===== src/rtl/dgrt_pkg.sv =====
// Shared types, sizes and codes for the gate record table.
package dgrt_pkg;

	localparam int MAX_GATES = 256;
	localparam int CNT_W     = $clog2(MAX_GATES + 1);
	localparam int VAR_W     = 32;
	localparam int TYPE_W    = 2;
	localparam int STATUS_W  = 3;
	localparam int REC_CNT_W = 9;

	typedef enum logic [0:0] {
		K_INSERT = 1'b0,
		K_CLEAR  = 1'b1
	} kind_t;

	typedef enum logic [TYPE_W-1:0] {
		G_AND = 2'd0,
		G_XOR = 2'd1,
		G_ITE = 2'd2,
		G_DEF = 2'd3
	} gate_t;

	typedef enum logic [STATUS_W-1:0] {
		ST_ADDED     = 3'd0,
		ST_DUPLICATE = 3'd1,
		ST_REJECTED  = 3'd2,
		ST_FULL      = 3'd3,
		ST_CLEARED   = 3'd4
	} status_t;

	typedef struct packed {
		logic [TYPE_W-1:0] gate_type;
		logic [VAR_W-1:0]  out_var;
		logic [VAR_W-1:0]  in_first;
		logic [VAR_W-1:0]  in_second;
	} rec_t;

	// search token handed from cell to cell
	typedef struct packed {
		logic live;
		logic hit;
	} token_t;

	typedef struct packed {
		logic used;
		logic wr;
	} cell_ctrl_t;

endpackage


===== src/rtl/dgrt_cell.sv =====
// One table cell: holds a record, matches the broadcast query, passes the token on.
module dgrt_cell (
	input  logic                clk,
	input  logic                arst_n,
	input  dgrt_pkg::rec_t      query,
	input  dgrt_pkg::cell_ctrl_t ctrl,
	input  dgrt_pkg::token_t    tok_in,
	output dgrt_pkg::token_t    tok_out
);
	import dgrt_pkg::*;

	rec_t   rec_q;
	token_t tok_q;
	logic   match;

	assign match = ctrl.used && (rec_q == query);

	always_ff @(posedge clk) begin
		if (ctrl.wr) begin
			rec_q <= query;
		end
	end

	always_ff @(posedge clk or negedge arst_n) begin
		if (!arst_n) begin
			tok_q <= '0;
		end else begin
			tok_q.live <= tok_in.live;
			tok_q.hit  <= tok_in.hit | (tok_in.live & match);
		end
	end

	assign tok_out = tok_q;
endmodule


===== config.mk =====
export PLATFORM = sky130hd
export DESIGN_NAME = dgrt_cell
export DESIGN_NICKNAME = d
export VERILOG_FILES = /design/src/rtl/dgrt_pkg.sv /design/src/rtl/dgrt_cell.sv
export SDC_FILE = /design/constraint.sdc
export NUM_CORES = 1
export LEC_CHECK = 0
export BUFFER_PORTS_ARGS = -buffer_cell sky130_fd_sc_hd__buf_2
export CAP_MARGIN = 0
export CORE_MARGIN = 2
export CORE_UTILIZATION = 50
export CTS_CLUSTER_DIAMETER = 30
export DETAILED_ROUTE_END_ITERATION = 10
export GPL_TIMING_DRIVEN = 0
export PLACE_DENSITY = 0.76
export SLEW_MARGIN = 20
export SYNTH_ARGS = -nofsm -noshare
export SYNTH_HDL_FRONTEND = slang
export SYNTH_SLANG_ARGS = --single-unit

===== constraint.sdc =====
create_clock -name clk -period 3.6 [get_ports clk]
set_input_delay 0.72 -clock clk [delete_from_list [all_inputs] [get_ports clk]]
set_output_delay 0.72 -clock clk [all_outputs]
set_load 0.005 [all_outputs]

; ---- Yosys cells after proc, flatten, opt, wreduce, memory -nomap -nowiden
; Cells that the tools add are included.
[classes]
eq_ne = 1
n_bitwise = 2
reduce_logical = 1
[ops]
columns = op, n
row1 = equality test 98 bit, 1
row2 = AND 1 bit, 1
row3 = logical AND 1 bit, 1
row4 = OR 1 bit, 1
[word_totals]
register_bits = 100
inputBits = 104
output_inout_bits = 2
elab_cells = 10

; ---- Depth between registers and ports, before layout
; Gate-level depths: netlist (run 1).
[depth]
word_depth = 4
ltp_mapped = 5
depth_no_buf = 5

; ---- Least setup slack after synthesis (run 1)
; No wires, ideal clock.
[synth_timing]
path_kind = input to register
startpoint = in query[15] (netlist name)
endpoint = reg tok_q, in the netlist tok_out[0]
setup_time_ns = 0.103
arrival_ns = 1.757
t_required_ns = 3.497
path_slack_ns = 1.740
path_stages = 5
path_buffers = 0
path_cell_list = xor2_1 a221o_1 a2111oi_2 nand4_1 o41ai_2
[synth_between]
elab_chain_len = 4
[synth_rtl]
columns = element, line_no
row1 = "start, declared", dgrt_cell.sv:5  ; input dgrt_pkg::rec_t query,
row2 = equality test 98 bit, dgrt_cell.sv:16  ; assign match = ctrl.used && (rec_q == query);
row3 = logical AND 1 bit, dgrt_cell.sv:16
row4 = AND 1 bit, dgrt_cell.sv:29  ; tok_q.hit <= tok_in.hit | (tok_in.live & match);
row5 = OR 1 bit, dgrt_cell.sv:29
row6 = "end, declared", dgrt_cell.sv:13  ; token_t tok_q;
; Every way passes these cells.
; A chain may end at the register's enable or synchronous reset.

; ---- Worst setup path after layout (run 1)
[layout_timing]
startpoint = in query[87] (netlist name)
endpoint = reg tok_q, in the netlist tok_out[0]
; The elaborated chain is that of the path after synthesis.

==> metrics, run 1 <==
outcome=complete, no violations; sequential share of power=between 60% and 70%; grt ovf=0; vias in the first global route=~2600; Synth cell types=23; CTS tree=done; fin crit share=between 50% and 60%; nets=around 480; antenna-violating nets left=0; delay of the slowest critical-path stage=roughly 430 ps; combinational share of power=approximately a tenth; worst hold margin=about 150 ps; clock share of power=about 29%; clock edge transition at the registers on the reported setup and hold paths=80 ps; clock skew=about 7.4 ps; register area=about 3000 um^2; clock tree sinks=100; max_slew headroom=65.1%; Slowest cell on crit path=nor4_1; post-CTS resize count=0; maximum VDD drop=0.240 mV; Initial Utilization=51.2%; die width=95.5 um; Final Util=61.8%; initial antenna violation count=0; class of the worst hold path=in -> async; final setup violation count=0; Fill cells=671; CP endpoint kind=flip-flop; Setup Total Neg Slack=0 ps; Synth area leaders=edfxtp_1 (70%), xnor2_1 (11%), xor2_1 (3.4%); Post-DP HPWL=about 5.9 mm; worst path required time=slightly below 4000 ps; final cell count without fillers=approximately 500; fin area=slightly above 5000 um^2; CTS Buffer Depth=2; area occupied by multi-input gates=approximately 1100 um^2; FP Rows=33; worst setup path category=in -> reg; most common cell after layout, fill and taps aside=buf_2; largest fanout on the critical path=2; Total Power=2.34 mW; unrepaired setup endpoints after global routing=no; cell-internal power=about 1.8 mW; arrival time of the worst setup path=2090 ps; switching pwr=~520 uW; Synth top area share=70.4%; Place WS=1370 ps; max cap viols=0; core box area=between 8000 and 9000 um^2; PD cells=between 400 and 500 nW/um^2; Final Max Tran Viols=0; synthesized area per cell=between 15 and 20 um^2; diodes inserted=0; LEAKAGE=around 1.9 nW; Synth Register Bits=100; drt total wl=around 7.7 mm; Setup Buffers After CTS=0; most frequent cells in the layout=buf_2 (104), edfxtp_1 (98), xnor2_1 (54); synthesized area=4180 um^2; Port Buffer Count=around 110; Slew @ Worst Pin=518 ps; via count=roughly 2500; Die H=95.5 um; Hold-fix buffers, CTS=0; Placed Cells=around 470; H-tree lvl count=3; area grow syn2layout=20.9%; Die ar.=9110 um^2; Mapped Nets=about 370; sw frac=between 20 and 25%; CTS Buf Count=9; clk_lat worst skew=between 300 and 400 ps; synthesized instance count=roughly 260; proportion of layout cells with a drive suffix above 1=32.0%; Synth area leader=edfxtp_1; cell-by-cell trace of the critical path=buf_2 > xnor2_1 > nand4_1 > nor4_1 > nand4_1 > o41ai_2; global-route wire length before repair=approximately 12 mm; DRC=0; WL per Instance=15.8 um; routability cong.=0.815; startpoint types=input port; Final min period=around 1800 ps; fmax=~0.54 GHz; DR iter-0 viols=63; Root Buffer=clkbuf_8; pin count of the biggest net entering global routing=78; Ports=106; final hold viol count=0; Placed Area=around 4900 um^2; Pre-antenna DRT Iters=4; YS warnings=0; Total GRT Usage=17.9%; worst setup margin=1760 ps; vias per cell=5.12; sequential fraction of the synthesis area=a little under three quarters; CP most frequent cell=nand4_1
==> final timing paths <==
kind | slack, ps | end | cells after the start | start
max in group asynchronous | 3350 | tok_out[0]$_DFF_PN0_ | 1 | arst_n
min | 150 | tok_out[1]$_DFF_PN0_ | 1 | arst_n
max | 1760 | tok_out[0]$_DFF_PN0_ | 6 | query[87]
min in group clk | 510 | tok_out[1]$_DFF_PN0_ | 1 | tok_in[1]
min reg2reg | 650 | tok_out[0]$_DFF_PN0_ | 3 | rec_q[76]$_DFFE_PP_
max reg2reg | 1850 | tok_out[0]$_DFF_PN0_ | 5 | rec_q[87]$_DFFE_PP_
==> Yosys cell counts (all sizes together) <==
library cell / instances
nor2b: 1
nand2b: 9
a2111oi: 2
a22o: 5
nor4: 11
o211ai: 1
nand4: 15
o22ai: 8
edfxtp: 98
a221oi: 2
o2bb2ai: 3
dfrtp: 2
xnor2: 54
nand3: 2
xor2: 16
a221o: 1
o41ai: 1
inv: 26
and2b: 1
o2111ai: 4
==> power by group through the flow <==
stage | clock network (mW) | registers (mW) | logic [mW]
5_1_grt | 0.729 | 1.43 | 0.279
3_5_place_dp | 0 | 1.45 | 0.252
6_report | 0.674 | 1.42 | 0.249
2_1_floorplan | 0 | 1.44 | 0.123
4_1_cts | 0.694 | 1.42 | 0.253
3_3_place_gp | 0 | 1.44 | 0.239
==> flip-flops by register name (all words and copies together), names as in the netlist <==
signal / flops
rec_q: 98
tok_out: 2
==> layer usage <==
layer | track usage (%) | wire length [um]
met1 | 23.4 | 3350
met2 | 29.0 | 3810
met3 | 3.64 | 395
met4 | 8.21 | 181
met5 | 0 | 0
==> logic make-up after synthesis <==
logic type / Yosys count / share of synthesized area (%)
and+or+nand+nor: 39 / 5.95
buffers and inverters: 26 / 2.33
xor gates and xnor gates: 70 / 14.7
DFF: 100 / 71.6
AOI/OAI and AO/OA: 27 / 5.50
==> final cells by class <==
cell class,count,area share [%]
inverter,26,1.93
multi-input combinational,136,21.6
clock buffer,10,2.52
clock inverter,6,1.09
sequential,100,59.2
timing repair buffer,106,11.1
tap,105,2.60
==> worst max-delay path, delay by kind of cell <==
kind	cells	cell delay, ps
AO/OA/AOI/OAI	1	330
XOR/XNOR	1	160
AND/OR/NAND/NOR	3	760
buffers and inverters	1	110
No activity file was read; power rests on OpenSTA's default activity.
==> run 2: changes to the inputs <==
Settings changed: ABC_AREA set to 1, PLACE_DENSITY 0.76 to 0.75.
Clock period 3.6 ns to 1.8 ns, I/O delays scaled along.
==> run 2 against run 1 <==
Effect of this change: combinational power increased by 120%; worst setup slack got worse by 1300 ps; critical path type is now reg -> reg; critical endpoint unchanged; clock-buffer cell count unchanged.
==> metrics, run 2 <==
post-synthesis xor/xnor area fraction=under 10%; Die ar.=between 10000 and 15000 um^2; diodes inserted=0; routability cong.=0.799; startpoint types=flip-flop; DR iter-0 viols=roughly 110; Slew @ Worst Pin=approximately 340 ps; simple-gate share of the synthesized area=about a fifth; Fill cells=785; Place WS=just over 400 ps; post-CTS resize count=0; Setup Buffers After CTS=0; clock share of power=about 30%; unrepaired setup endpoints after global routing=no; worst setup margin=501 ps; sequential share of power=between 50% and 60%; CP startpoint=rec_q[7]$_DFFE_PP_; most frequent cells in the layout=nand2_1 (150), buf_2 (104), inv_1 (98), edfxtp_1 (98), nor2_1 (85); max_slew headroom=77.1%; fin area=between 5000 and 6000 um^2; FP Rows=35; grt ovf=0; combinational share of power=a little under an eighth; Synth area leaders=edfxtp_1 (63%), nand2_1 (12%), inv_1 (7.8%); worst setup path category=reg -> reg; clock tree sinks=100; clk_lat worst skew=about 360 ps; Synth cell types=14; synthesized area=approximately 4700 um^2; Die H=between 100 and 150 um; antenna-violating nets left=0; Placed Area=roughly 5400 um^2; synthesized area per cell=between 9 and 10 um^2; largest family of logic cells by synthesized area=simple AND/OR/NAND/NOR gates; ys flop type=edfxtp_1; Port Buffer Count=about 110; CP endpoint kind=flip-flop; nets=slightly above 700; switching pwr=roughly 1.1 mW; core box area=9150 um^2; vias per cell=about 4.6; clock skew=roughly 12 ps; largest fanout on the critical path=2; maximum VDD drop=0.599 mV; drt total wl=a little under 9 mm; final setup violation count=0; Post-DP HPWL=between 6 and 7 mm; Final min period=1300 ps; LEAKAGE=around 2.7 nW; H-tree lvl count=3; CTS Buffer Depth=2; YS warnings=0; WL per Instance=between 10 and 15 um; mux cell area share after synthesis=0%; fin crit share=a little over 70%; Final Max Tran Viols=0; Initial Utilization=about half; Most flops, register=rec_q; count leader, synth=nand2_1; Synth top area share=roughly 63%; CTS Buf Count=9; top post-synthesis cells by count=nand2_1 (150), edfxtp_1 (98), inv_1 (98), nor2_1 (85), xor2_1 (18); class of the worst hold path=in -> reg; Synth Register Bits=100; Synth area leader=edfxtp_1; proportion of layout cells with a drive suffix above 1=roughly 20%; via count=3334; cell-internal power=approximately 3.6 mW; synthesized instance count=approximately 500; PD cells=~860 nW/um^2; r2r startpoint=rec_q[7]$_DFFE_PP_; Synth Area in Adders=0%; initial antenna violation count=0; area grow syn2layout=19.2%; DRC=0; max reg flops=98; vias in the first global route=between 3000 and 4000; async set or reset register ratio after synthesis=2.00%; outcome=complete, no violations; CTS tree=done; worst path required time=~2100 ps; number of enable flip-flop cells after synthesis=98; Pre-antenna DRT Iters=4; clock edge transition at the registers on the reported setup and hold paths=approximately 90 ps; Mapped Nets=roughly 600; final hold viol count=0; hold_sp=tok_in[1]; Hold-fix buffers, CTS=1; sequential fraction of the synthesis area=63.8%; max cap viols=0; Synth Area in Compound Gates=2.24%; pin count of the biggest net entering global routing=between 60 and 70; most common cell after layout, fill and taps aside=nand2_1; sw frac=24.0%; Root Buffer=clkbuf_8; arrival time of the worst setup path=~1600 ps; Total GRT Usage=a little under a fifth; Ports=roughly 110; fmax=0.770 GHz; global-route wire length before repair=14.3 mm; die width=approximately 100 um
==> run 2: cell count changes after synthesis, moves of 14 or more <==
cell | previous run | this run
nand2_1 | 0 | 150
nand4_1 | 15 | 1
xnor2_1 | 54 | 12
o21ai_1 | 0 | 14
inv_1 | 25 | 98
nor2_1 | 0 | 85
==> run 2: logic make-up after synthesis <==
kind of cell	Yosys count
compound gates	21
simple gates	248
xor+xnor	30
flops	100
buf+inv	99
==> run 2: worst paths after layout <==
kind                                   endpoint  slack (ps)  cells after the start
max in group asynchronous  tok_out[0]$_DFF_PN0_        1380                      2
min in group asynchronous  tok_out[1]$_DFF_PN0_         330                      2
hold reg to reg            tok_out[0]$_DFF_PN0_         770                      7
setup / recovery           tok_out[0]$_DFF_PN0_         500                      9
setup reg to reg           tok_out[0]$_DFF_PN0_         500                      9
hold / removal             tok_out[1]$_DFF_PN0_         130                      1
==> run 2: area by class of cell <==
cell class                 instances  area [um^2]  share of cell area [%]
sequential                       100         2990                    53.5
multi-input combinational        299         1330                    23.7
timing repair buffer             107          569                    10.2
inverter                          99          372                    6.65
tap                              111          139                    2.48
clock buffer                      10          128                    2.28
clock inverter                     6         65.1                    1.16
==> run 2: critical path: stages, from the launching register on <==
cell	delay, ps
edfxtp_1	390
nand2_1	140
nand2_1	60
nor2_1	90
nand2_1	80
nor2_1	120
nand3_1	100
nor2_1	110
nand3_1	70
nand2_1	80
==> run 2: power by group through the flow <==
stage / sequential (mW) / clock, mW / combinational (mW)
6_report: 2.84 / 1.40 / 0.556
5_1_grt: 2.86 / 1.54 / 0.652
4_1_cts: 2.84 / 1.45 / 0.563
3_5_place_dp: 2.90 / 0 / 0.558
3_3_place_gp: 2.89 / 0 / 0.523
2_1_floorplan: 2.87 / 0 / 0.295
==> run 2: per-stage QoR <==
stage	TNS [ps]	power [mW]	hold WS, ps	utilization, %	cells
floorplan	0	3.17	64.4	-	498
global placement	-57660	3.41	146	58.5	714
detailed placement	0	3.45	147	58.9	715
CTS	0	4.86	107	61.1	732
global route	0	5.06	102	61.1	732
finish	0	4.80	129	61.1	732
==> run 2: routing by layer <==
| layer | up-vias | share of wire [%] | wire [um] | track usage (%) |
|---|---|---|---|---|
| met4 | 0 | 2.0 | 174 | 7.27 |
| met1 | 1474 | 44 | 3880 | 22.8 |
| met2 | 69 | 50 | 4350 | 31.1 |
| met5 | - | 0 | 0 | 0 |
| met3 | 14 | 3.9 | 339 | 3.33 |
| li1 | 1777 | - | - | - |
