## config.mk

```make
export PLATFORM = sky130hd
export DESIGN_NAME = dgrt_ctrl_flat
export DESIGN_NICKNAME = d
export VERILOG_FILES = /design/src/rtl/dgrt_pkg.sv /design/src/rtl/dgrt_req_if.sv /design/src/rtl/dgrt_rsp_if.sv /design/src/rtl/dgrt_ctrl.sv /design/src/flat_wrapper.sv
export SDC_FILE = /design/constraint.sdc
export NUM_CORES = 1
export LEC_CHECK = 0
export ABC_AREA = 1
export BUFFER_PORTS_ARGS = -buffer_cell sky130_fd_sc_hd__buf_4
export CORE_AREA = 2 2 136 105
export CTS_BUF_LIST = sky130_fd_sc_hd__clkbuf_16
export CTS_CLUSTER_DIAMETER = 80
export DETAILED_ROUTE_END_ITERATION = 16
export DIE_AREA = 0 0 138 107
export PLACE_DENSITY_LB_ADDON = 0.1
export SYNTH_ARGS = -nofsm -noshare
export SYNTH_HDL_FRONTEND = slang
export SYNTH_SLANG_ARGS = --single-unit
```

## constraint.sdc

```tcl
create_clock -name clk -period 8.2 [get_ports clk]
set_input_delay 1.64 -clock clk [delete_from_list [all_inputs] [get_ports clk]]
set_output_delay 1.64 -clock clk [all_outputs]
set_load 0.02 [all_outputs]
```

## src/rtl/dgrt_pkg.sv

```systemverilog
// Shared types, sizes and codes for the gate record table.
package dgrt_pkg;

	localparam int MAX_GATES = 256;
	localparam int CNT_W     = $clog2(MAX_GATES + 1);
	localparam int VAR_W     = 32;
	localparam int TYPE_W    = 2;
	localparam int STATUS_W  = 3;
	localparam int REC_CNT_W = 9;

	typedef enum logic [0:0] {
		K_INSERT = 1'b0,
		K_CLEAR  = 1'b1
	} kind_t;

	typedef enum logic [TYPE_W-1:0] {
		G_AND = 2'd0,
		G_XOR = 2'd1,
		G_ITE = 2'd2,
		G_DEF = 2'd3
	} gate_t;

	typedef enum logic [STATUS_W-1:0] {
		ST_ADDED     = 3'd0,
		ST_DUPLICATE = 3'd1,
		ST_REJECTED  = 3'd2,
		ST_FULL      = 3'd3,
		ST_CLEARED   = 3'd4
	} status_t;

	typedef struct packed {
		logic [TYPE_W-1:0] gate_type;
		logic [VAR_W-1:0]  out_var;
		logic [VAR_W-1:0]  in_first;
		logic [VAR_W-1:0]  in_second;
	} rec_t;

	// search token handed from cell to cell
	typedef struct packed {
		logic live;
		logic hit;
	} token_t;

	typedef struct packed {
		logic used;
		logic wr;
	} cell_ctrl_t;

endpackage

```

## src/rtl/dgrt_req_if.sv

```systemverilog
// Request channel: one gate record insert or a table clear.
interface dgrt_req_if;
	import dgrt_pkg::*;

	logic              valid;
	logic              ready;
	logic              kind;
	logic [TYPE_W-1:0] gate_type;
	logic [VAR_W-1:0]  output_var;
	logic [VAR_W-1:0]  input_a;
	logic [VAR_W-1:0]  input_b;

	modport source (output valid, kind, gate_type, output_var, input_a, input_b, input ready);
	modport sink   (input valid, kind, gate_type, output_var, input_a, input_b, output ready);
endinterface

```

## src/rtl/dgrt_rsp_if.sv

```systemverilog
// Response channel: status and record count after each request.
interface dgrt_rsp_if;
	import dgrt_pkg::*;

	logic                 valid;
	logic                 ready;
	logic [STATUS_W-1:0]  status;
	logic [REC_CNT_W-1:0] record_count;

	modport source (output valid, status, record_count, input ready);
	modport sink   (input valid, status, record_count, output ready);
endinterface

```

## src/rtl/dgrt_ctrl.sv

```systemverilog
// Controller: takes requests, launches the search, decides status and appends.
module dgrt_ctrl (
	input  logic                 clk,
	input  logic                 arst_n,
	dgrt_req_if.sink             req,
	dgrt_rsp_if.source           rsp,
	input  dgrt_pkg::token_t     tok_end,
	output dgrt_pkg::token_t     tok_start,
	output dgrt_pkg::rec_t       query,
	output logic [dgrt_pkg::CNT_W-1:0] count,
	output logic                 append
);
	import dgrt_pkg::*;

	typedef enum logic [1:0] {
		S_IDLE,
		S_SEARCH,
		S_RESP
	} state_t;

	state_t               state_q;
	status_t              status_q;
	rec_t                 query_q;
	logic                 start_q;
	logic [CNT_W-1:0]     count_q;
	logic                 out_valid_q;
	status_t              out_status_q;
	logic [REC_CNT_W-1:0] out_count_q;

	logic                 req_fire;
	logic                 slot_free;
	logic                 any_zero;
	logic                 commutes;
	logic                 swap;
	rec_t                 norm;
	logic [CNT_W-1:0]     count_next;
	logic [31:0]          count_wide;

	assign req_fire  = req.valid && req.ready;
	assign slot_free = !out_valid_q || rsp.ready;
	assign any_zero  = (req.output_var == '0) || (req.input_a == '0) || (req.input_b == '0);
	assign commutes  = (gate_t'(req.gate_type) == G_AND) || (gate_t'(req.gate_type) == G_XOR);
	assign swap      = commutes && (req.input_a > req.input_b);

	always_comb begin
		norm.gate_type = req.gate_type;
		norm.out_var   = req.output_var;
		norm.in_first  = swap ? req.input_b : req.input_a;
		norm.in_second = swap ? req.input_a : req.input_b;
	end

	always_comb begin
		case (status_q)
			ST_CLEARED: count_next = '0;
			ST_ADDED:   count_next = count_q + CNT_W'(1);
			default:    count_next = count_q;
		endcase
	end

	assign count_wide = 32'(count_next);
	assign append     = (state_q == S_RESP) && slot_free && (status_q == ST_ADDED);

	always_ff @(posedge clk or negedge arst_n) begin
		if (!arst_n) begin
			state_q      <= S_IDLE;
			status_q     <= ST_ADDED;
			start_q      <= 1'b0;
			count_q      <= '0;
			out_valid_q  <= 1'b0;
			out_status_q <= ST_ADDED;
			out_count_q  <= '0;
		end else begin
			start_q     <= (state_q == S_IDLE) && req_fire &&
				(kind_t'(req.kind) == K_INSERT) && !any_zero;
			out_valid_q <= ((state_q == S_RESP) && slot_free) || (out_valid_q && !rsp.ready);
			unique case (state_q)
				S_IDLE: begin
					if (req_fire) begin
						if (kind_t'(req.kind) == K_CLEAR) begin
							status_q <= ST_CLEARED;
							state_q  <= S_RESP;
						end else if (any_zero) begin
							status_q <= ST_REJECTED;
							state_q  <= S_RESP;
						end else begin
							state_q <= S_SEARCH;
						end
					end
				end
				S_SEARCH: begin
					// token has left the last cell
					if (tok_end.live) begin
						if (tok_end.hit) begin
							status_q <= ST_DUPLICATE;
						end else if (count_q == CNT_W'(MAX_GATES)) begin
							status_q <= ST_FULL;
						end else begin
							status_q <= ST_ADDED;
						end
						state_q <= S_RESP;
					end
				end
				S_RESP: begin
					if (slot_free) begin
						out_status_q <= status_q;
						out_count_q  <= count_wide[REC_CNT_W-1:0];
						count_q      <= count_next;
						state_q      <= S_IDLE;
					end
				end
				default: state_q <= S_IDLE;
			endcase
		end
	end

	// hold the normalised query for the search and the append
	always_ff @(posedge clk) begin
		if (req_fire) begin
			query_q <= norm;
		end
	end

	assign req.ready        = (state_q == S_IDLE);
	assign rsp.valid        = out_valid_q;
	assign rsp.status       = out_status_q;
	assign rsp.record_count = out_count_q;
	assign tok_start.live   = start_q;
	assign tok_start.hit    = 1'b0;
	assign query            = query_q;
	assign count            = count_q;
endmodule

```

## src/flat_wrapper.sv

```systemverilog
// flat-port wrapper written by rule: the top's interface ports become plain ports
module dgrt_ctrl_flat import dgrt_pkg::*;
  (clk, arst_n, tok_end, tok_start, query, count, append, req_valid, req_kind, req_gate_type, req_output_var, req_input_a, req_input_b, req_ready, rsp_valid, rsp_status, rsp_record_count, rsp_ready);
  dgrt_req_if req_i ();
  dgrt_rsp_if rsp_i ();
  input  logic clk;
  input  logic arst_n;
  input  dgrt_pkg::token_t tok_end;
  output dgrt_pkg::token_t tok_start;
  output dgrt_pkg::rec_t query;
  output logic [dgrt_pkg::CNT_W-1:0] count;
  output logic append;
  input wire logic [$bits(req_i.valid)-1:0] req_valid;
  input wire logic [$bits(req_i.kind)-1:0] req_kind;
  input wire logic [$bits(req_i.gate_type)-1:0] req_gate_type;
  input wire logic [$bits(req_i.output_var)-1:0] req_output_var;
  input wire logic [$bits(req_i.input_a)-1:0] req_input_a;
  input wire logic [$bits(req_i.input_b)-1:0] req_input_b;
  output wire logic [$bits(req_i.ready)-1:0] req_ready;
  output wire logic [$bits(rsp_i.valid)-1:0] rsp_valid;
  output wire logic [$bits(rsp_i.status)-1:0] rsp_status;
  output wire logic [$bits(rsp_i.record_count)-1:0] rsp_record_count;
  input wire logic [$bits(rsp_i.ready)-1:0] rsp_ready;
  assign req_i.valid = req_valid;
  assign req_i.kind = req_kind;
  assign req_i.gate_type = req_gate_type;
  assign req_i.output_var = req_output_var;
  assign req_i.input_a = req_input_a;
  assign req_i.input_b = req_input_b;
  assign req_ready = req_i.ready;
  assign rsp_valid = rsp_i.valid;
  assign rsp_status = rsp_i.status;
  assign rsp_record_count = rsp_i.record_count;
  assign rsp_i.ready = rsp_ready;
  dgrt_ctrl u_core (.clk(clk), .arst_n(arst_n), .req(req_i), .rsp(rsp_i), .tok_end(tok_end), .tok_start(tok_start), .query(query), .count(count), .append(append));
endmodule
```

======== After elaboration in Yosys (flattened, before gate mapping) ========
Index checks and enable logic that the tools add are counted.
word-level totals
  flip-flop bits (word level) ............. 117
  bits of input ports ..................... 105
  word-level logic and storage cells ...... 66
operators by class
  add/sub/neg operators ................... 1
  $lt $le $gt $ge ......................... 1
  equal/unequal tests ..................... 9
  muxes and demuxes ....................... 16
  bitwise logic cells ..................... 1
  reductions and logical operators ........ 28
operator list
  kind                                                                     number
  32-bit logical NOT                                                       3
  32-bit 2-to-1 mux                                                        2
  32-bit greater-than comparator                                           1
  9-bit case mux with 2 select lines                                       1
  3-bit 2-to-1 mux                                                         5
  2-bit 2-to-1 mux                                                         6
  9-bit by 1-bit adder with 9-bit output, second input constant            1
  9-bit equality test, second input constant                               1
  1-bit logical AND                                                        8
  2-bit case mux with 3 select lines                                       1
  3-bit case mux with 2 select lines                                       1
  3-bit AND reduction                                                      2
  1-bit logical OR                                                         5
  2-bit by 1-bit equality test with 1-bit output, second input constant    2
  2-bit logical NOT                                                        2
  2-bit inequality test, second input constant                             2
  4-bit AND reduction                                                      1
  2-bit nonzero test                                                       2
  3-bit equality test, second input constant                               1
  1-bit logical NOT                                                        3
  3-bit logical NOT                                                        1
  3-bit inequality test, second input constant                             1
  2-bit equality test, second input constant                               1
  2-bit by 1-bit inequality test with 1-bit output, second input constant  1
  2 further kinds                                                          2

======== Logic depth before layout (Yosys ltp) ========
Gate-level depths: netlist of the first run.
  depth in word-level cells ............... 7
  gate-level depth with buffers ........... 17
  gate-level depth less buffers ........... 16

======== Worst setup path after synthesis of the first run ========
OpenSTA, ideal clock, no wires.
  path kind ............................... input to register
  start point ............................. input req_valid
  end point ............................... register u_core.query_q (netlist bit u_core.query[0]), enable pin
  library setup time ...................... 451 ps
  arrival time ............................ 3622 ps
  data required time ...................... 7749 ps
  setup slack ............................. 4127 ps
  stages .................................. 2
  buffers on the path ..................... 0
  cells stage by stage .................... nand2_1 inv_1
between the ends
  cells in the longest elaborated chain, start to end .. 1
ends and longest elaborated chain
  what                  line                RTL
  from (decl)           flat_wrapper.sv:13  input wire logic [$bits(req_i.valid)-1:0] req_valid;
  1-bit logical AND     dgrt_ctrl.sv:39     assign req_fire = req.valid && req.ready;
  net u_core.req_fire   dgrt_ctrl.sv:30     logic req_fire;
  to (signal assigned)  dgrt_ctrl.sv:119    query_q <= norm;
  to (decl)             dgrt_ctrl.sv:23     rec_t query_q;
The timed path passes the listed nets, and every way through them passes these cells.
A chain may end at the register's enable or synchronous reset.

==> results.cfg, run 1 <==
[worst_setup_path]
cp_max_fo = 65
setup.worst_path.class = in2reg
cp-end-kind = flop
startpoint_type = input pin
rr_endpoint = u_core.query[32]$_DFFE_PP_
required_ns = 8.35
ff2ff_setup_slack_ns = 5.94
critPathArrivalTime_ns = 4.32
r2r_cells = 4
rr_startpoint = u_core.state_q[1]$_DFFE_PN0P_

[routing]
via_per_inst = 4.95
drtIter0Drc = 309
drtPass1Iterations = 6
wl_per_cell_um = 15.6
drc_errors = 0
drtAntennaViolNets = 0
via_count = 5250
finalWirelength_mm = 16.5

[grt]
track_usage_pct = 22.5
grt_overflow = 0
grt_pass1_vias = 4957
grt_max_degree = 75
grt_pass1_wl_mm = 26.1
antenna_found_initial = 0

[power_and_ir_drop]
leakagePower_nw = 4.12
power_mw = 2.27
powerDensity_nw_per_um2 = 261
ir_worst_vdd_mv = 0.164

[layout]
fin_cells = 1060
final_layout_size_suffix_gt1_share_pct = 38.4
layout.nets = 1011
stdcell_area_um2 = 8730
diodes = 0
area_growth_pct = 33.2
fin_util_pct = 65.0

[cts]
cts_buffers = 17
ctsResizeCount = 0
cts_sinks = 117
cts_tree = yes
clk_latency_ns = 0.41
clk_pin_slew_ns = 0.05
cts_setup_buffers = 0
htreeDepth = 4
cts_max_path_buffers = 2
cts_hold_buf = 0
root_buffer = clkbuf_16

[synth]
ys_seq_area_share_pct = 52.2
synth_area_leaders = edfxtp_1 45%, nand2_1 12%, nand3_2 9.2%
synthTopCellsByCount = 202 x nand2_1, 98 x edfxtp_1, 67 x nor2_1
yosys_warnings = 0
yosysMostFrequentCell = nand2_1
synth-edff-count = 98
ys_types = 33
syn_area_um2 = 6550
ys_ff_latch = 117
synth.largest_area_cell = edfxtp_1
synthCells = 655
ys_async_sr_fraction_pct = 16.2
synth_top_area_share_pct = 44.9
syn_avg_cell_area_um2 = 10.0
synth_top_flop_cell = edfxtp_1
syn_nets = 794

[die]
fp.dieH_um = 107
dieArea_um2 = 14800
rows = 37
core_area_um2 = 13400
start_util_pct = 48.8
io_pins = 229
fp.dieW_um = 138

[timing]
worstMarginPinSlew_ns = 1.05
finalMaxSlewViolations = 0
fmax_mhz = 240
timing.final.crit_share_pct = 50.8
setup_viol = 0
layout_setup_ws_ns = 4.03
hold_viol = 0
clock_skew_ns = 0.00664
fin_crit_ns = 4.17
worst_hold_slack_ns = 0.475
relSlewSlack_pct = 30.2
final.setup.tns_ns = 0
rsz0062_at_grt = false

[run_status]
status = complete, no violations

[run]
cap_violations = 0

[place]
dpl_worst_slack_ns = 3.58
port_buffers = 227
dp_hpwl_mm = 12.3
globalplace.congestion = 0.884
placement.cell_area_um2 = 8170
placed_cells = 1028

[min_path]
hold_depth = 2
hp-class = reg2reg
min_to = u_core.status_q[2]$_DFFE_PN0P_
hold_start = u_core.status_q[2]$_DFFE_PN0P_
[how the worst max path moves through the flow]
stage / endpoint / slack (ns) / cells after the start / from
floorplan: u_core.query[0]$_DFFE_PP_ / 4.13 / 2 / req_valid
global placement: u_core.query[35]$_DFFE_PP_ / 3.68 / 14 / req_input_b[19]
detailed placement: u_core.query[26]$_DFFE_PP_ / 3.58 / 12 / req_input_b[23]
CTS: u_core.query[12]$_DFFE_PP_ / 4.00 / 12 / req_input_b[23]
global route: u_core.query[43]$_DFFE_PP_ / 3.71 / 14 / req_input_b[15]
finish: u_core.query[12]$_DFFE_PP_ / 4.03 / 12 / req_input_b[23]
[power by group]
| group | switching, mW | total [mW] | internal [mW] |
|---|---|---|---|
| Clock | 0.271 | 0.688 | 0.417 |
| Combinational | 0.450 | 0.708 | 0.259 |
| Sequential | 0.0624 | 0.877 | 0.815 |
| Total | 0.783 | 2.27 | 1.49 |
[area by class of cell]
type / count / area, um2
clock buffers: 17 / 425
clock inverters: 15 / 131
fillers: 1141 / 4700
inverters: 57 / 216
multi-input cells: 450 / 2600
flip-flops and latches: 117 / 3420
well taps: 175 / 219
repair buffers: 229 / 1720
[logic make-up after synthesis]
kind of cell	synth area share (%)
AO/OA/AOI/OAI	2.64
XOR/XNOR	0.134
adder cells (fa/ha/maj)	6.49
buffers and inverters	8.27
flip-flops	52.2
other	0.0573
AND/OR/NAND/NOR	30.2
[layout by cell type (no fill, tap or decap), types with 4 or more instances in the layout]
cell type,netlist,final
nand3_1,16,16
nand4_1,12,12
dfrtp_1,19,19
nand3_2,60,60
inv_6,0,4
a21oi_1,17,17
nor3_1,8,8
clkbuf_16,0,17
nand2_2,5,5
nor2_4,4,4
ha_1,34,34
o21ai_0,7,7
edfxtp_1,98,98
buf_4,12,229
nor2_1,67,67
nand2_1,202,202
inv_1,56,56
[critical path, stage by stage]
cell,delay [ns]
buf_4,0.10
inv_1,0.05
ha_1,0.30
nand2_2,0.08
nor2_4,0.12
nand4_2,0.12
nor2_4,0.14
nand2_2,0.08
nand2_4,0.70
nand2_4,0.65
nand2_1,0.21
nand2_1,0.08
[state kept, by name (all words and copies together) (netlist names)]
register	cells
u_core.count	9
u_core.query	98
u_core.rsp.status	3
u_core.rsp.valid	1
u_core.start_q	1
u_core.state_q	2
u_core.status_q	3
[metal layers]
layer	share of wire, %	up-vias	wire length [um]	GRT usage (%)
met3	7.2	12	1190	7.19
met1	46	2428	7590	30.8
met4	0.90	0	148	5.98
met5	0	-	0	0
met2	46	198	7560	34.9
li1	-	2612	-	-
Note: power is estimated with default switching activity, not from simulation.
==> run 2: changes to the inputs <==
Settings changed: ABC_AREA 1 to 0.
Clock period 8.2 ns to 3.7 ns, I/O delays scaled along.
==> run 2 against run 1 <==
  * Worst setup slack worse by 3.2 ns
  * Total power is 110% higher
  * Global-route usage is 2.8 points lower
  * Synthesized cell count is 35% lower
  * First-iteration DRC count is 28% lower
  * Worst hold slack worse by 0.29 ns
  * Register-to-register slack worse by 4.2 ns
  * Non-clock buffer count is 2 higher
  * Critical path type unchanged
==> results.cfg, run 2 <==
[routing]
finalWirelength_mm = 14.5
via_per_inst = 5.16
via_count = 4363
drc_errors = 0
drtAntennaViolNets = 0
wl_per_cell_um = 17.1
drtIter0Drc = 223
drtPass1Iterations = 5

[worst_setup_path]
worstPathCellList = buf_4 -> inv_1 -> ha_1 -> nor2b_1 -> o211ai_2 -> a2111oi_1 -> or4b_4 -> o21ai_4 -> buf_4 -> mux2_2
setup.worst_path.class = in2reg
cp_slowest_cell = or4b_4
ff2ff_setup_slack_ns = 1.76
required_ns = 3.86
r2r_cells = 6
cp_slowest_stage_delay_ns = 0.56
cp-end-kind = flop
path_common_cell = buf_4
startpoint_type = input pin
critPathArrivalTime_ns = 3.07
rr_startpoint = u_core.state_q[0]$_DFFE_PN0P_
cp_max_fo = 26
crit_start = req_input_b[1]
rr_endpoint = u_core.count[7]$_DFFE_PN0P_

[place]
dp_hpwl_mm = 10.8
port_buffers = 227
placed_cells = 814
dpl_worst_slack_ns = 0.365
globalplace.congestion = 0.811
placement.cell_area_um2 = 7610

[grt]
grt_overflow = 0
grt_pass1_wl_mm = 22.7
grt_max_degree = 71
grt_pass1_vias = 4263
antenna_found_initial = 0
track_usage_pct = 19.7

[power_and_ir_drop]
powerDensity_nw_per_um2 = 593
leakagePower_nw = 3.55
ir_worst_vdd_mv = 0.366
intPower_mw = 3.33
switching_share_pct = 31.3
clkPwrFrac_pct = 32.3
combPwrFrac_pct = 28.4
switchingPower_mw = 1.52
p_seq_share_pct = 39.3
power_mw = 4.85

[layout]
layout_common_cells = 229 x buf_4, 98 x edfxtp_1, 38 x mux2_2, 37 x inv_1, 34 x ha_1
stdcell_area_um2 = 8170
final_layout_size_suffix_gt1_share_pct = 45.3
layout_commonest_cell = buf_4
diodes = 0
layout.nets = 797
fin_util_pct = 60.9
largest_reg_flops = 98
fin_cells = 846
area_growth_pct = 41.3

[cts]
cts_hold_buf = 0
root_buffer = clkbuf_16
cts_buffers = 17
ctsResizeCount = 0
cts_tree = yes
cts_sinks = 117
clk_pin_slew_ns = 0.06
clk_latency_ns = 0.41
cts_setup_buffers = 0
htreeDepth = 4
cts_max_path_buffers = 2

[synth]
ys_async_sr_fraction_pct = 16.2
synthTopCellsByCount = 98 x edfxtp_1, 38 x mux2_2, 35 x inv_1
syn_avg_cell_area_um2 = 13.5
synth_top_flop_cell = edfxtp_1
ys_ff_latch = 117
synth.largest_area_cell = edfxtp_1
synth_top_area_share_pct = 50.9
syn_area_um2 = 5790
synth_area_leaders = edfxtp_1 51%, dfrtp_1 8.2%, mux2_2 7.4%
synthCells = 427
ys_types = 42
yosysMostFrequentCell = edfxtp_1
syn_nets = 566
ys_seq_area_share_pct = 59.1
yosys_warnings = 0
synth-edff-count = 98

[run_status]
status = complete, no violations

[die]
dieArea_um2 = 14800
io_pins = 229
start_util_pct = 43.1
rows = 37
fp.dieH_um = 107
fp.dieW_um = 138
core_area_um2 = 13400

[timing]
worstMarginPinSlew_ns = 0.522
finalMaxSlewViolations = 0
relSlewSlack_pct = 64.9
worst_hold_slack_ns = 0.187
fmax_mhz = 344
rsz0062_at_grt = false
fin_crit_ns = 2.91
timing.final.crit_share_pct = 78.6
clock_skew_ns = 0.00688
layout_setup_ws_ns = 0.793
final.setup.tns_ns = 0
setup_viol = 0
hold_viol = 0

[run]
cap_violations = 0

[min_path]
hp-class = in2async
run 2: cell count changes after synthesis, moves of 9 or more:
cell and change:
nand3_2 -60, nand2_1 -183, inv_1 -21, nand3_1 -9, o21ai_0 +14, mux2_2 +38, nor4_1 +25, mux2_1 +29
nor2_1 -55
run 2: kinds of logic after synthesis:
family	Yosys count	synth area share [%]
other	1	0.0648
buffers and inverters	54	5.00
AOI/OAI and AO/OA	56	6.12
DFF	117	59.1
adders and majority gates	34	7.35
muxes	67	13.0
and+or+nand+nor	98	9.34
run 2: critical path, delay by kind of cell:
kind            cells  cell delay (ns)
buf+inv             3             0.52
mux                 1             0.38
compound gates      3             0.42
simple gates        2             0.70
fa+ha+maj           1             0.29
run 2: how the worst max path moves through the flow:
| stage | endpoint | slack, ns | depth (start not counted) |
|---|---|---|---|
| 4_1_cts | u_core.query[39]$_DFFE_PP_ | 0.80 | 10 |
| 3_5_place_dp | u_core.query[39]$_DFFE_PP_ | 0.36 | 10 |
| 2_1_floorplan | u_core.query[22]$_DFFE_PP_ | 0.70 | 9 |
| 3_3_place_gp | u_core.query[46]$_DFFE_PP_ | 0.43 | 10 |
| 6_report | u_core.query[42]$_DFFE_PP_ | 0.79 | 10 |
| 5_1_grt | u_core.query[39]$_DFFE_PP_ | 0.68 | 10 |
run 2: layout make-up:
type                       instances  area (um2)
clock buffer                      17         425
clock inverter                    15         140
fill                            1091        5250
inverter                          35         131
multi-input combinational        256        2080
sequential                       117        3420
tap                              175         219
timing repair buffer             231        1760
run 2: per-layer routing:
metal | wire length (um) | part of all wire [%] | vias up | track usage [%]
met5 | 0 | 0 | - | 0
met4 | 123 | 0.85 | 0 | 5.03
met3 | 992 | 6.9 | 12 | 7.37
met2 | 6870 | 47 | 158 | 31.5
met1 | 6470 | 45 | 2105 | 25.6
li1 | - | - | 2088 | -
run 2: power by group through the flow:
stage	clock [mW]	combinational, mW	sequential, mW
after floorplan	0	0.479	2.21
after global placement	0	1.37	1.92
after detailed placement	0	1.39	1.93
after CTS	1.59	1.39	1.91
after global routing	1.66	1.48	1.94
final	1.56	1.38	1.90
